[src/rtl/core/gtsc_pkg.sv]
// gtsc_pkg: shared types and constants of the three-sigma outlier classifier
// used by gtsc_ctrl, gtsc_dp and gaussian_three_sigma_classifier_top; no dependencies
package gtsc_pkg;

    localparam int SAMPLE_W        = 16;
    localparam int Z_W             = 4;
    localparam logic [Z_W-1:0] Z_RESET = 4'd3;
    localparam int DG              = 16;
    localparam int K_W             = 4;
    localparam int MAX_SAMPLES_DEF = 4096;
    localparam int SAMPLE_BITS_DEF = 16;

    typedef struct packed {
        logic                       kind;
        logic                       new_set;
        logic signed [SAMPLE_W-1:0] sample;
    } t_in_item;

    typedef struct packed {
        logic in_class;
        logic untrained;
    } t_out_item;

    typedef enum logic [1:0] {
        OP_NSQ = 2'd0,
        OP_SSQ = 2'd1,
        OP_DSQ = 2'd2,
        OP_BND = 2'd3
    } t_op;

    typedef enum logic [3:0] {
        S_IDLE = 4'b0001,
        S_DIFF = 4'b0010,
        S_MAC  = 4'b0100,
        S_CMP  = 4'b1000
    } t_state;

    typedef struct packed {
        logic           train;
        logic           load;
        logic           diff;
        logic           mac;
        logic           first;
        logic [K_W-1:0] k;
        t_op            op;
        logic           store;
        t_op            sop;
        logic           out_load;
    } t_cmd;

endpackage

[src/rtl/core/gaussian_three_sigma_classifier_top.sv]
// gaussian_three_sigma_classifier_top: one-class three-sigma outlier classifier
// depends on gtsc_pkg, gtsc_ctrl and gtsc_dp
//
//   channel | direction | handshake               | payload
//   in      | input     | i_in_valid / o_in_stall | i_in_data  (t_in_item)
//   out     | output    | o_out_valid / i_out_stall | o_out_data (t_out_item)
//   cfg     | input     | i_cfg_valid / o_cfg_ready | i_cfg_data (z_limit)
//
// a training item does not stall the input; the next item can follow right behind it
// a classify item stalls the input until its result is loaded; its four products of ND 16-bit digits,
// ND = ceil((SAMPLE_BITS + clog2(MAX_SAMPLES+1) + 2) / 16), run one digit per cycle
// through a single shared multiplier
// a finished result sits in the output register; only a second result waits on i_out_stall
// synchronous active-low reset clears the sample count, sum and sum of squares and sets z_limit to 3
module gaussian_three_sigma_classifier_top
    import gtsc_pkg::*;
#(
    parameter int MAX_SAMPLES = MAX_SAMPLES_DEF,
    parameter int SAMPLE_BITS = SAMPLE_BITS_DEF
) (
    input  logic           i_clk,
    input  logic           i_rst_n,
    input  logic           i_in_valid,
    output logic           o_in_stall,
    input  t_in_item       i_in_data,
    output logic           o_out_valid,
    input  logic           i_out_stall,
    output t_out_item      o_out_data,
    input  logic           i_cfg_valid,
    output logic           o_cfg_ready,
    input  logic [Z_W-1:0] i_cfg_data
);

    t_cmd cmd;

    assign o_cfg_ready = 1'b1;

    gtsc_ctrl #(
        .MAX_SAMPLES (MAX_SAMPLES),
        .SAMPLE_BITS (SAMPLE_BITS)
    ) u_ctrl (
        .i_clk       (i_clk),
        .i_rst_n     (i_rst_n),
        .i_in_valid  (i_in_valid),
        .i_kind      (i_in_data.kind),
        .i_out_stall (i_out_stall),
        .o_in_stall  (o_in_stall),
        .o_out_valid (o_out_valid),
        .o_cmd       (cmd)
    );

    gtsc_dp #(
        .MAX_SAMPLES (MAX_SAMPLES),
        .SAMPLE_BITS (SAMPLE_BITS)
    ) u_dp (
        .i_clk      (i_clk),
        .i_rst_n    (i_rst_n),
        .i_cmd      (cmd),
        .i_in_data  (i_in_data),
        .i_cfg_we   (i_cfg_valid && o_cfg_ready),
        .i_cfg_data (i_cfg_data),
        .o_out_data (o_out_data)
    );

    a_classify_busy: assert property (@(posedge i_clk) disable iff (!i_rst_n)
        (i_in_valid && !o_in_stall && i_in_data.kind) |=> o_in_stall)
        else $error("classify item did not start a pass");

    a_train_free: assert property (@(posedge i_clk) disable iff (!i_rst_n)
        (i_in_valid && !o_in_stall && !i_in_data.kind) |=> !o_in_stall)
        else $error("training item blocked the input");

    a_store_after_mac: assert property (@(posedge i_clk) disable iff (!i_rst_n)
        cmd.store |-> $past(cmd.mac))
        else $error("product store without a multiply step");

    a_load_valid: assert property (@(posedge i_clk) disable iff (!i_rst_n)
        cmd.out_load |=> o_out_valid)
        else $error("result loaded but not shown");

endmodule

[src/rtl/core/gtsc_ctrl.sv]
// gtsc_ctrl: sequencer for training updates and the four-multiply classify pass
// depends on gtsc_pkg
module gtsc_ctrl
    import gtsc_pkg::*;
#(
    parameter int MAX_SAMPLES = MAX_SAMPLES_DEF,
    parameter int SAMPLE_BITS = SAMPLE_BITS_DEF
) (
    input  logic i_clk,
    input  logic i_rst_n,
    input  logic i_in_valid,
    input  logic i_kind,
    input  logic i_out_stall,
    output logic o_in_stall,
    output logic o_out_valid,
    output t_cmd o_cmd
);

    localparam int CW = $clog2(MAX_SAMPLES + 1);
    localparam int DW = SAMPLE_BITS + CW + 2;
    localparam int ND = (DW + DG - 1) / DG;
    localparam logic [K_W-1:0] K_LAST = K_W'(ND - 1);

    t_state         r_state, n_state;
    t_op            r_op, n_op;
    logic [K_W-1:0] r_k, n_k;
    logic           r_store, n_store;
    t_op            r_sop, n_sop;
    logic           r_out_valid, n_out_valid;
    logic           accept;
    logic           out_free;

    assign accept     = i_in_valid && (r_state == S_IDLE);
    assign out_free   = !r_out_valid || !i_out_stall;
    assign o_in_stall = (r_state != S_IDLE);
    assign o_out_valid = r_out_valid;

    always_comb begin
        n_state  = r_state;
        n_op     = r_op;
        n_k      = r_k;
        n_store  = 1'b0;
        n_sop    = r_sop;
        o_cmd    = '0;
        o_cmd.k  = r_k;
        o_cmd.op = r_op;
        o_cmd.first = (r_k == '0);
        o_cmd.store = r_store;
        o_cmd.sop   = r_sop;
        unique case (r_state)
            S_IDLE: begin
                if (accept && i_kind) begin
                    o_cmd.load = 1'b1;
                    n_state    = S_DIFF;
                end else if (accept) begin
                    o_cmd.train = 1'b1;
                end
            end
            S_DIFF: begin
                o_cmd.diff = 1'b1;
                n_op       = OP_NSQ;
                n_k        = '0;
                n_state    = S_MAC;
            end
            S_MAC: begin
                o_cmd.mac = 1'b1;
                if (r_k == K_LAST) begin
                    n_k   = '0;
                    n_sop = r_op;
                    if (r_op == OP_BND) begin
                        n_state = S_CMP;
                    end else begin
                        n_store = 1'b1;
                        n_op    = t_op'(r_op + 2'd1);
                    end
                end else begin
                    n_k = r_k + 1'b1;
                end
            end
            S_CMP: begin
                if (out_free) begin
                    o_cmd.out_load = 1'b1;
                    n_state        = S_IDLE;
                end
            end
            default: n_state = S_IDLE;
        endcase
    end

    always_comb begin
        if (o_cmd.out_load) begin
            n_out_valid = 1'b1;
        end else if (!i_out_stall) begin
            n_out_valid = 1'b0;
        end else begin
            n_out_valid = r_out_valid;
        end
    end

    always_ff @(posedge i_clk) begin
        if (!i_rst_n) begin
            r_state     <= S_IDLE;
            r_op        <= OP_NSQ;
            r_k         <= '0;
            r_store     <= 1'b0;
            r_sop       <= OP_NSQ;
            r_out_valid <= 1'b0;
        end else begin
            r_state     <= n_state;
            r_op        <= n_op;
            r_k         <= n_k;
            r_store     <= n_store;
            r_sop       <= n_sop;
            r_out_valid <= n_out_valid;
        end
    end

endmodule

[src/rtl/core/gtsc_dp.sv]
// gtsc_dp: accumulators, shared digit-serial multiplier and result register
// depends on gtsc_pkg; driven by gtsc_ctrl commands
module gtsc_dp
    import gtsc_pkg::*;
#(
    parameter int MAX_SAMPLES = MAX_SAMPLES_DEF,
    parameter int SAMPLE_BITS = SAMPLE_BITS_DEF
) (
    input  logic           i_clk,
    input  logic           i_rst_n,
    input  t_cmd           i_cmd,
    input  t_in_item       i_in_data,
    input  logic           i_cfg_we,
    input  logic [Z_W-1:0] i_cfg_data,
    output t_out_item      o_out_data
);

    localparam int SB    = SAMPLE_BITS;
    localparam int CW    = $clog2(MAX_SAMPLES + 1);
    localparam int SUM_W = SB + CW;
    localparam int SQ_W  = 2 * SB + CW;
    localparam int NXW   = CW + 1 + SB;
    localparam int DW    = SB + CW + 2;
    localparam int VW    = SQ_W + CW;
    localparam int AW    = VW;
    localparam int ND    = (DW + DG - 1) / DG;
    localparam int BP    = ND * DG;
    localparam int PW    = AW + BP;
    localparam int ZSQ_W = 2 * Z_W;

    logic [Z_W-1:0]           r_z;
    logic [CW-1:0]            r_count;
    logic signed [SUM_W-1:0]  r_sum;
    logic [SQ_W-1:0]          r_sumsq;
    logic signed [NXW-1:0]    r_nx;
    logic [SUM_W-1:0]         r_smag;
    logic [DW-1:0]            r_dmag;
    logic [VW-1:0]            r_var;
    logic [2*DW-1:0]          r_dsq;
    logic [PW-1:0]            r_acc;
    t_out_item                r_out;

    logic signed [SB-1:0]     x;
    logic signed [2*SB-1:0]   xx;
    logic [CW-1:0]            c0;
    logic signed [SUM_W-1:0]  s0;
    logic [SQ_W-1:0]          q0;
    logic signed [DW-1:0]     d;
    logic [ZSQ_W-1:0]         zsq;
    logic [AW-1:0]            a_sel;
    logic [BP-1:0]            b_sel;
    logic [DG-1:0]            dig;
    logic [AW+DG-1:0]         prod;
    logic [PW-1:0]            n_acc;

    assign x   = SB'(i_in_data.sample);
    assign xx  = x * x;
    assign c0  = i_in_data.new_set ? '0 : r_count;
    assign s0  = i_in_data.new_set ? '0 : r_sum;
    assign q0  = i_in_data.new_set ? '0 : r_sumsq;
    assign d   = DW'(r_nx) - DW'(r_sum);
    assign zsq = ZSQ_W'(r_z) * ZSQ_W'(r_z);

    always_comb begin
        unique case (i_cmd.op)
            OP_NSQ: begin
                a_sel = AW'(r_sumsq);
                b_sel = BP'(r_count);
            end
            OP_SSQ: begin
                a_sel = AW'(r_smag);
                b_sel = BP'(r_smag);
            end
            OP_DSQ: begin
                a_sel = AW'(r_dmag);
                b_sel = BP'(r_dmag);
            end
            OP_BND: begin
                a_sel = r_var;
                b_sel = BP'(zsq);
            end
            default: begin
                a_sel = '0;
                b_sel = '0;
            end
        endcase
    end

    assign dig   = b_sel[DG*i_cmd.k +: DG];
    assign prod  = (AW+DG)'(a_sel) * (AW+DG)'(dig);
    assign n_acc = (i_cmd.first ? '0 : r_acc) + (PW'(prod) << (DG * i_cmd.k));

    always_ff @(posedge i_clk) begin
        if (!i_rst_n) begin
            r_z     <= Z_RESET;
            r_count <= '0;
            r_sum   <= '0;
            r_sumsq <= '0;
        end else begin
            if (i_cfg_we) begin
                r_z <= i_cfg_data;
            end
            if (i_cmd.train) begin
                if (c0 < CW'(MAX_SAMPLES)) begin
                    r_count <= c0 + 1'b1;
                    r_sum   <= s0 + SUM_W'(x);
                    r_sumsq <= q0 + {{CW{1'b0}}, xx};
                end else begin
                    r_count <= c0;
                    r_sum   <= s0;
                    r_sumsq <= q0;
                end
            end
        end
    end

    always_ff @(posedge i_clk) begin
        if (i_cmd.load) begin
            r_nx   <= $signed({1'b0, r_count}) * x;
            r_smag <= r_sum[SUM_W-1] ? SUM_W'(-r_sum) : SUM_W'(r_sum);
        end
        if (i_cmd.diff) begin
            r_dmag <= d[DW-1] ? DW'(-d) : DW'(d);
        end
        if (i_cmd.mac) begin
            r_acc <= n_acc;
        end
        if (i_cmd.store) begin
            unique case (i_cmd.sop)
                OP_NSQ:  r_var <= VW'(r_acc);
                OP_SSQ:  r_var <= r_var - VW'(r_acc);
                OP_DSQ:  r_dsq <= (2*DW)'(r_acc);
                default: r_var <= r_var;
            endcase
        end
        if (i_cmd.out_load) begin
            r_out.in_class  <= !(PW'(r_dsq) > r_acc);
            r_out.untrained <= (r_count == '0);
        end
    end

    assign o_out_data = r_out;

endmodule
[config.mk]
export PLATFORM = sky130hd
export DESIGN_NAME = gaussian_three_sigma_classifier_top
export DESIGN_NICKNAME = d
export VERILOG_FILES = /design/src/rtl/core/gtsc_pkg.sv /design/src/rtl/core/gaussian_three_sigma_classifier_top.sv /design/src/rtl/core/gtsc_ctrl.sv /design/src/rtl/core/gtsc_dp.sv
export SDC_FILE = /design/constraint.sdc
export NUM_CORES = 2
export LEC_CHECK = 0
export BUFFER_PORTS_ARGS = -buffer_cell sky130_fd_sc_hd__buf_2
export CAP_MARGIN = 40
export CORE_ASPECT_RATIO = 0.8
export CORE_UTILIZATION = 40
export CTS_BUF_LIST = sky130_fd_sc_hd__clkbuf_16
export DETAILED_ROUTE_END_ITERATION = 12
export PLACE_DENSITY_LB_ADDON = 0.12
export SYNTH_ARGS = -nofsm -noshare
export SYNTH_HDL_FRONTEND = slang
export SYNTH_HIERARCHICAL = 1
export SYNTH_SLANG_ARGS = --single-unit
[constraint.sdc]
create_clock -name i_clk -period 11.1 [get_ports i_clk]
set_input_delay 0.555 -clock i_clk [delete_from_list [all_inputs] [get_ports i_clk]]
set_output_delay 0.555 -clock i_clk [all_outputs]
set_load 0.02 [all_outputs]
==> run summary <==
Type of origin of the critical path - flip-flop
Die Wd - 494 um
Layout Cells excl Fill - 12200
Crit path kind - flip-flop to flip-flop
Drt drc - 0
Critical path fanouts, max - 7
Via density - 5.37
GP Congestion - 0.988
Fmax - 89.8 MHz
Critical Path End Type - flip-flop
Slew at the pin with the worst max-slew slack - 996 ps
Worst Hold Class - primary input to flip-flop
Final Hold Viols - 0
Routed Wire Length - 264000 um
Vias post-DR - 65700
Initial antenna violation count - 16
Pwr Density - 242 nW/um2
Flop-to-flop setup slack - -40 ps
Max clock buf depth - 3
Placed Cells incl. Taps - 12100
Clock Skew - 68.0 ps
Post-DP HPWL - 222000 um
Commonest non-fill, non-tap cell in the layout - inv_1
Unrepaired setup endpoints after global routing - true
Clock slew at reported path FFs - 60 ps
Final worst setup slack - -41.6 ps
Layout Utilization - 0.477
CTS tree - built
VDD IR max - 0.000523 V
Die height - 396 um
DRT iter0 DRCs - 5785
Setup Slack @ Placement - -702 ps
CP Data Arrival Time - 11580 ps
Fin crit share - 1.00
Setup-failing EPs final - 3
Area after DPL - 87800 um2
R2R Path Start - u_dp/r_z[2]$_SDFFE_PN0P_
Req. time, crit path - 11540 ps
Yosys reg bits - 407
LEAKAGE - 40.8 nW
CTS buffer count - 50
Main area contributors after synthesis - fa_1 (32%), edfxtp_1 (12%), ha_1 (9.9%)
Antenna Nets Post-Route - 0
Cell type with the largest total area after synthesis - fa_1
Failing checks - setup timing
Status - finished, violations left
First-pass GRT wire length - 405000 um
Avg Inst Size Synth - 8.84 um2
Most common cell on crit path - fa_1
CTS Sinks - 407
Htree depth - 2
Drt wl/cell - 21.6 um
IO Pins - 32
Worst reg2reg path depth - 49
Crit path time final - 11140 ps
Post-synth EDFFs - 302
Max_cap viols - 0
Share of post-route cells with drive strength above 1 - 0.160
Hold Slack - 224 ps
Worst r2r dst - u_dp/r_acc[86]$_DFFE_PP_
Setup TNS after final layout - -92.2 ps
Syn. warnings - 6
Max stage delay on crit path - 580 ps
Synth unique cells - 106
Aggregate global routing overflow - 0
Most frequent cells in the layout - inv_1 (1378), fa_1 (1218), nand2_1 (1001), buf_4 (968), nor2_1 (628)
Top-area cell type share of the netlist area - 0.317
Synthesized netlist cell count - 8761
Hold Path Cell Cnt - 3
Mapped cell area - 77500 um2
Area of the die - 195000 um2
Design Area, Final - 91800 um2
Register area share after synthesis - 0.144
Hold EP - u_dp/r_z[1]$_SDFFE_PN1P_
Nets - 11500
Initial Util - 0.403
Core area - 192000 um2
DRT Pass-1 Iters - 7
# rows - 144
Max-slew violations - 0
Largest net degree at the start of global routing - 84
Main synth FF type - edfxtp_1
Final Total Pwr - 22.2 mW
CP max-delay cell - fa_2
Fill cells - 18700
Area grow syn2layout - 18.4%
Hold_sp - i_cfg_data[1]
PortBufs - 30
Clk Latency, worst-skew pair - 690 ps
Number of global-route vias before repair - 67000
Root buffer cell - clkbuf_16
GR Util All Layers - 0.272
Worst relative slew slack - 0.336
Async set-reset flop share out of synthesis - 0
==> synth_stat cells (15+ instances only) <==
master,count
inv_1,1378
fa_1,1227
nand2_1,1012
nor2_1,660
ha_1,613
a21oi_1,452
clkbuf_1,346
o21ai_0,315
edfxtp_1,302
xnor2_1,282
a21o_1,223
and2_1,213
nor2b_1,200
nand3_1,160
xor2_1,138
dfxtp_1,105
and3_1,87
nand4_1,78
nand2b_1,72
nor3_1,68
a211oi_1,67
o21a_1,59
o21bai_1,58
a31oi_1,53
mux2i_1,43
nor4_1,33
o31ai_1,33
buf_1,28
a21boi_0,27
o211ai_1,27
a22oi_1,26
mux4_2,22
or3_1,22
a22o_1,17
mux2_2,17
a221oi_1,16
o21ai_1,15
==> flip-flops by register name, indices dropped and copies added (netlist names), 13 cells and up <==
name          count
u_dp/r_sum       29
u_dp/r_smag      29
u_dp/r_count     13
u_dp/r_dmag      31
u_dp/r_nx        30
u_dp/r_dsq       62
u_dp/r_acc       90
u_dp/r_var       58
u_dp/r_sumsq     45
==> per-layer routing <==
layer / wire (um) / global-route usage / vias up
li1: - / - / 30100
met1: 131000 / 0.429 / 33200
met2: 106000 / 0.383 / 2164
met3: 23300 / 0.0549 / 217
met4: 4030 / 0.0410 / 6
met5: 33 / 0 / -
==> cells by family (layout without fill, tap and decap cells) <==
logic type | count (synthesis) | after routing | share of synthesized area
other | 3 | 163 | 0.000145
AND/OR/NAND/NOR | 2677 | 2677 | 0.161
adder cells (fa/ha/maj) | 1840 | 1840 | 0.416
multiplexers | 82 | 82 | 0.0144
XOR/XNOR | 420 | 420 | 0.0475
buffers and inverters | 1764 | 2521 | 0.0857
AO/OA/AOI/OAI | 1568 | 1568 | 0.131
flip-flops | 407 | 407 | 0.144
==> what timing repair did <==
action                                  4_1_cts  5_1_grt
setup buffers                                21       28
resized for setup                           190      206
pin swaps                                   108      170
endpoints found under the setup margin       33       39
hold buffers                                  0        0
hold endpoints to repair                      0        0
gates cloned                                  3        1
==> worst max path at each step <==
stage                                to  slack (ps)                        start
5_1_grt        u_dp/r_acc[86]$_DFFE_PP_        -450     u_dp/r_z[2]$_SDFFE_PN0P_
4_1_cts        u_dp/r_acc[86]$_DFFE_PP_          -9     u_dp/r_z[2]$_SDFFE_PN0P_
6_report       u_dp/r_acc[86]$_DFFE_PP_         -40     u_dp/r_z[2]$_SDFFE_PN0P_
3_3_place_gp   u_dp/r_acc[84]$_DFFE_PP_        -660     u_dp/r_z[2]$_SDFFE_PN0P_
3_5_place_dp   u_dp/r_acc[84]$_DFFE_PP_        -700     u_dp/r_z[1]$_SDFFE_PN1P_
2_1_floorplan  u_dp/r_acc[86]$_DFFE_PP_          50  u_ctrl/r_op[0]$_SDFFE_PN0P_
==> area by class of cell <==
class                           count  area [um2]  share of cell area
Sequential cell                   407       11200               0.122
Timing Repair Buffer             1048        8350              0.0910
Multi-Input combinational cell   6747       62100               0.677
Clock buffer                       50        1250              0.0136
Antenna cell                        3        7.51           0.0000818
Clock inverter                     42         459             0.00500
Tap cell                         2555        3200              0.0348
Inverter                         1381        5180              0.0565
==> critical path: cells and delay by family (launching register included) <==
family / cells / cell delay (ps)
adder cells (fa/ha/maj): 9 / 3600
flip-flops: 1 / 360
multiplexers: 1 / 480
XOR/XNOR: 3 / 420
AO/OA/AOI/OAI: 22 / 4400
buffers and inverters: 9 / 930
AND/OR/NAND/NOR: 5 / 730
==> power breakdown <==
part           switching, mW  internal, mW  total (mW)  leakage [nW]
Sequential            0.0977          1.82        1.92          3.62
Clock                  0.759          1.03        1.79         0.868
Combinational           10.6          7.88        18.5          36.3
Total                   11.4          10.7        22.2          40.8
Power figures use the tool's default switching activity.
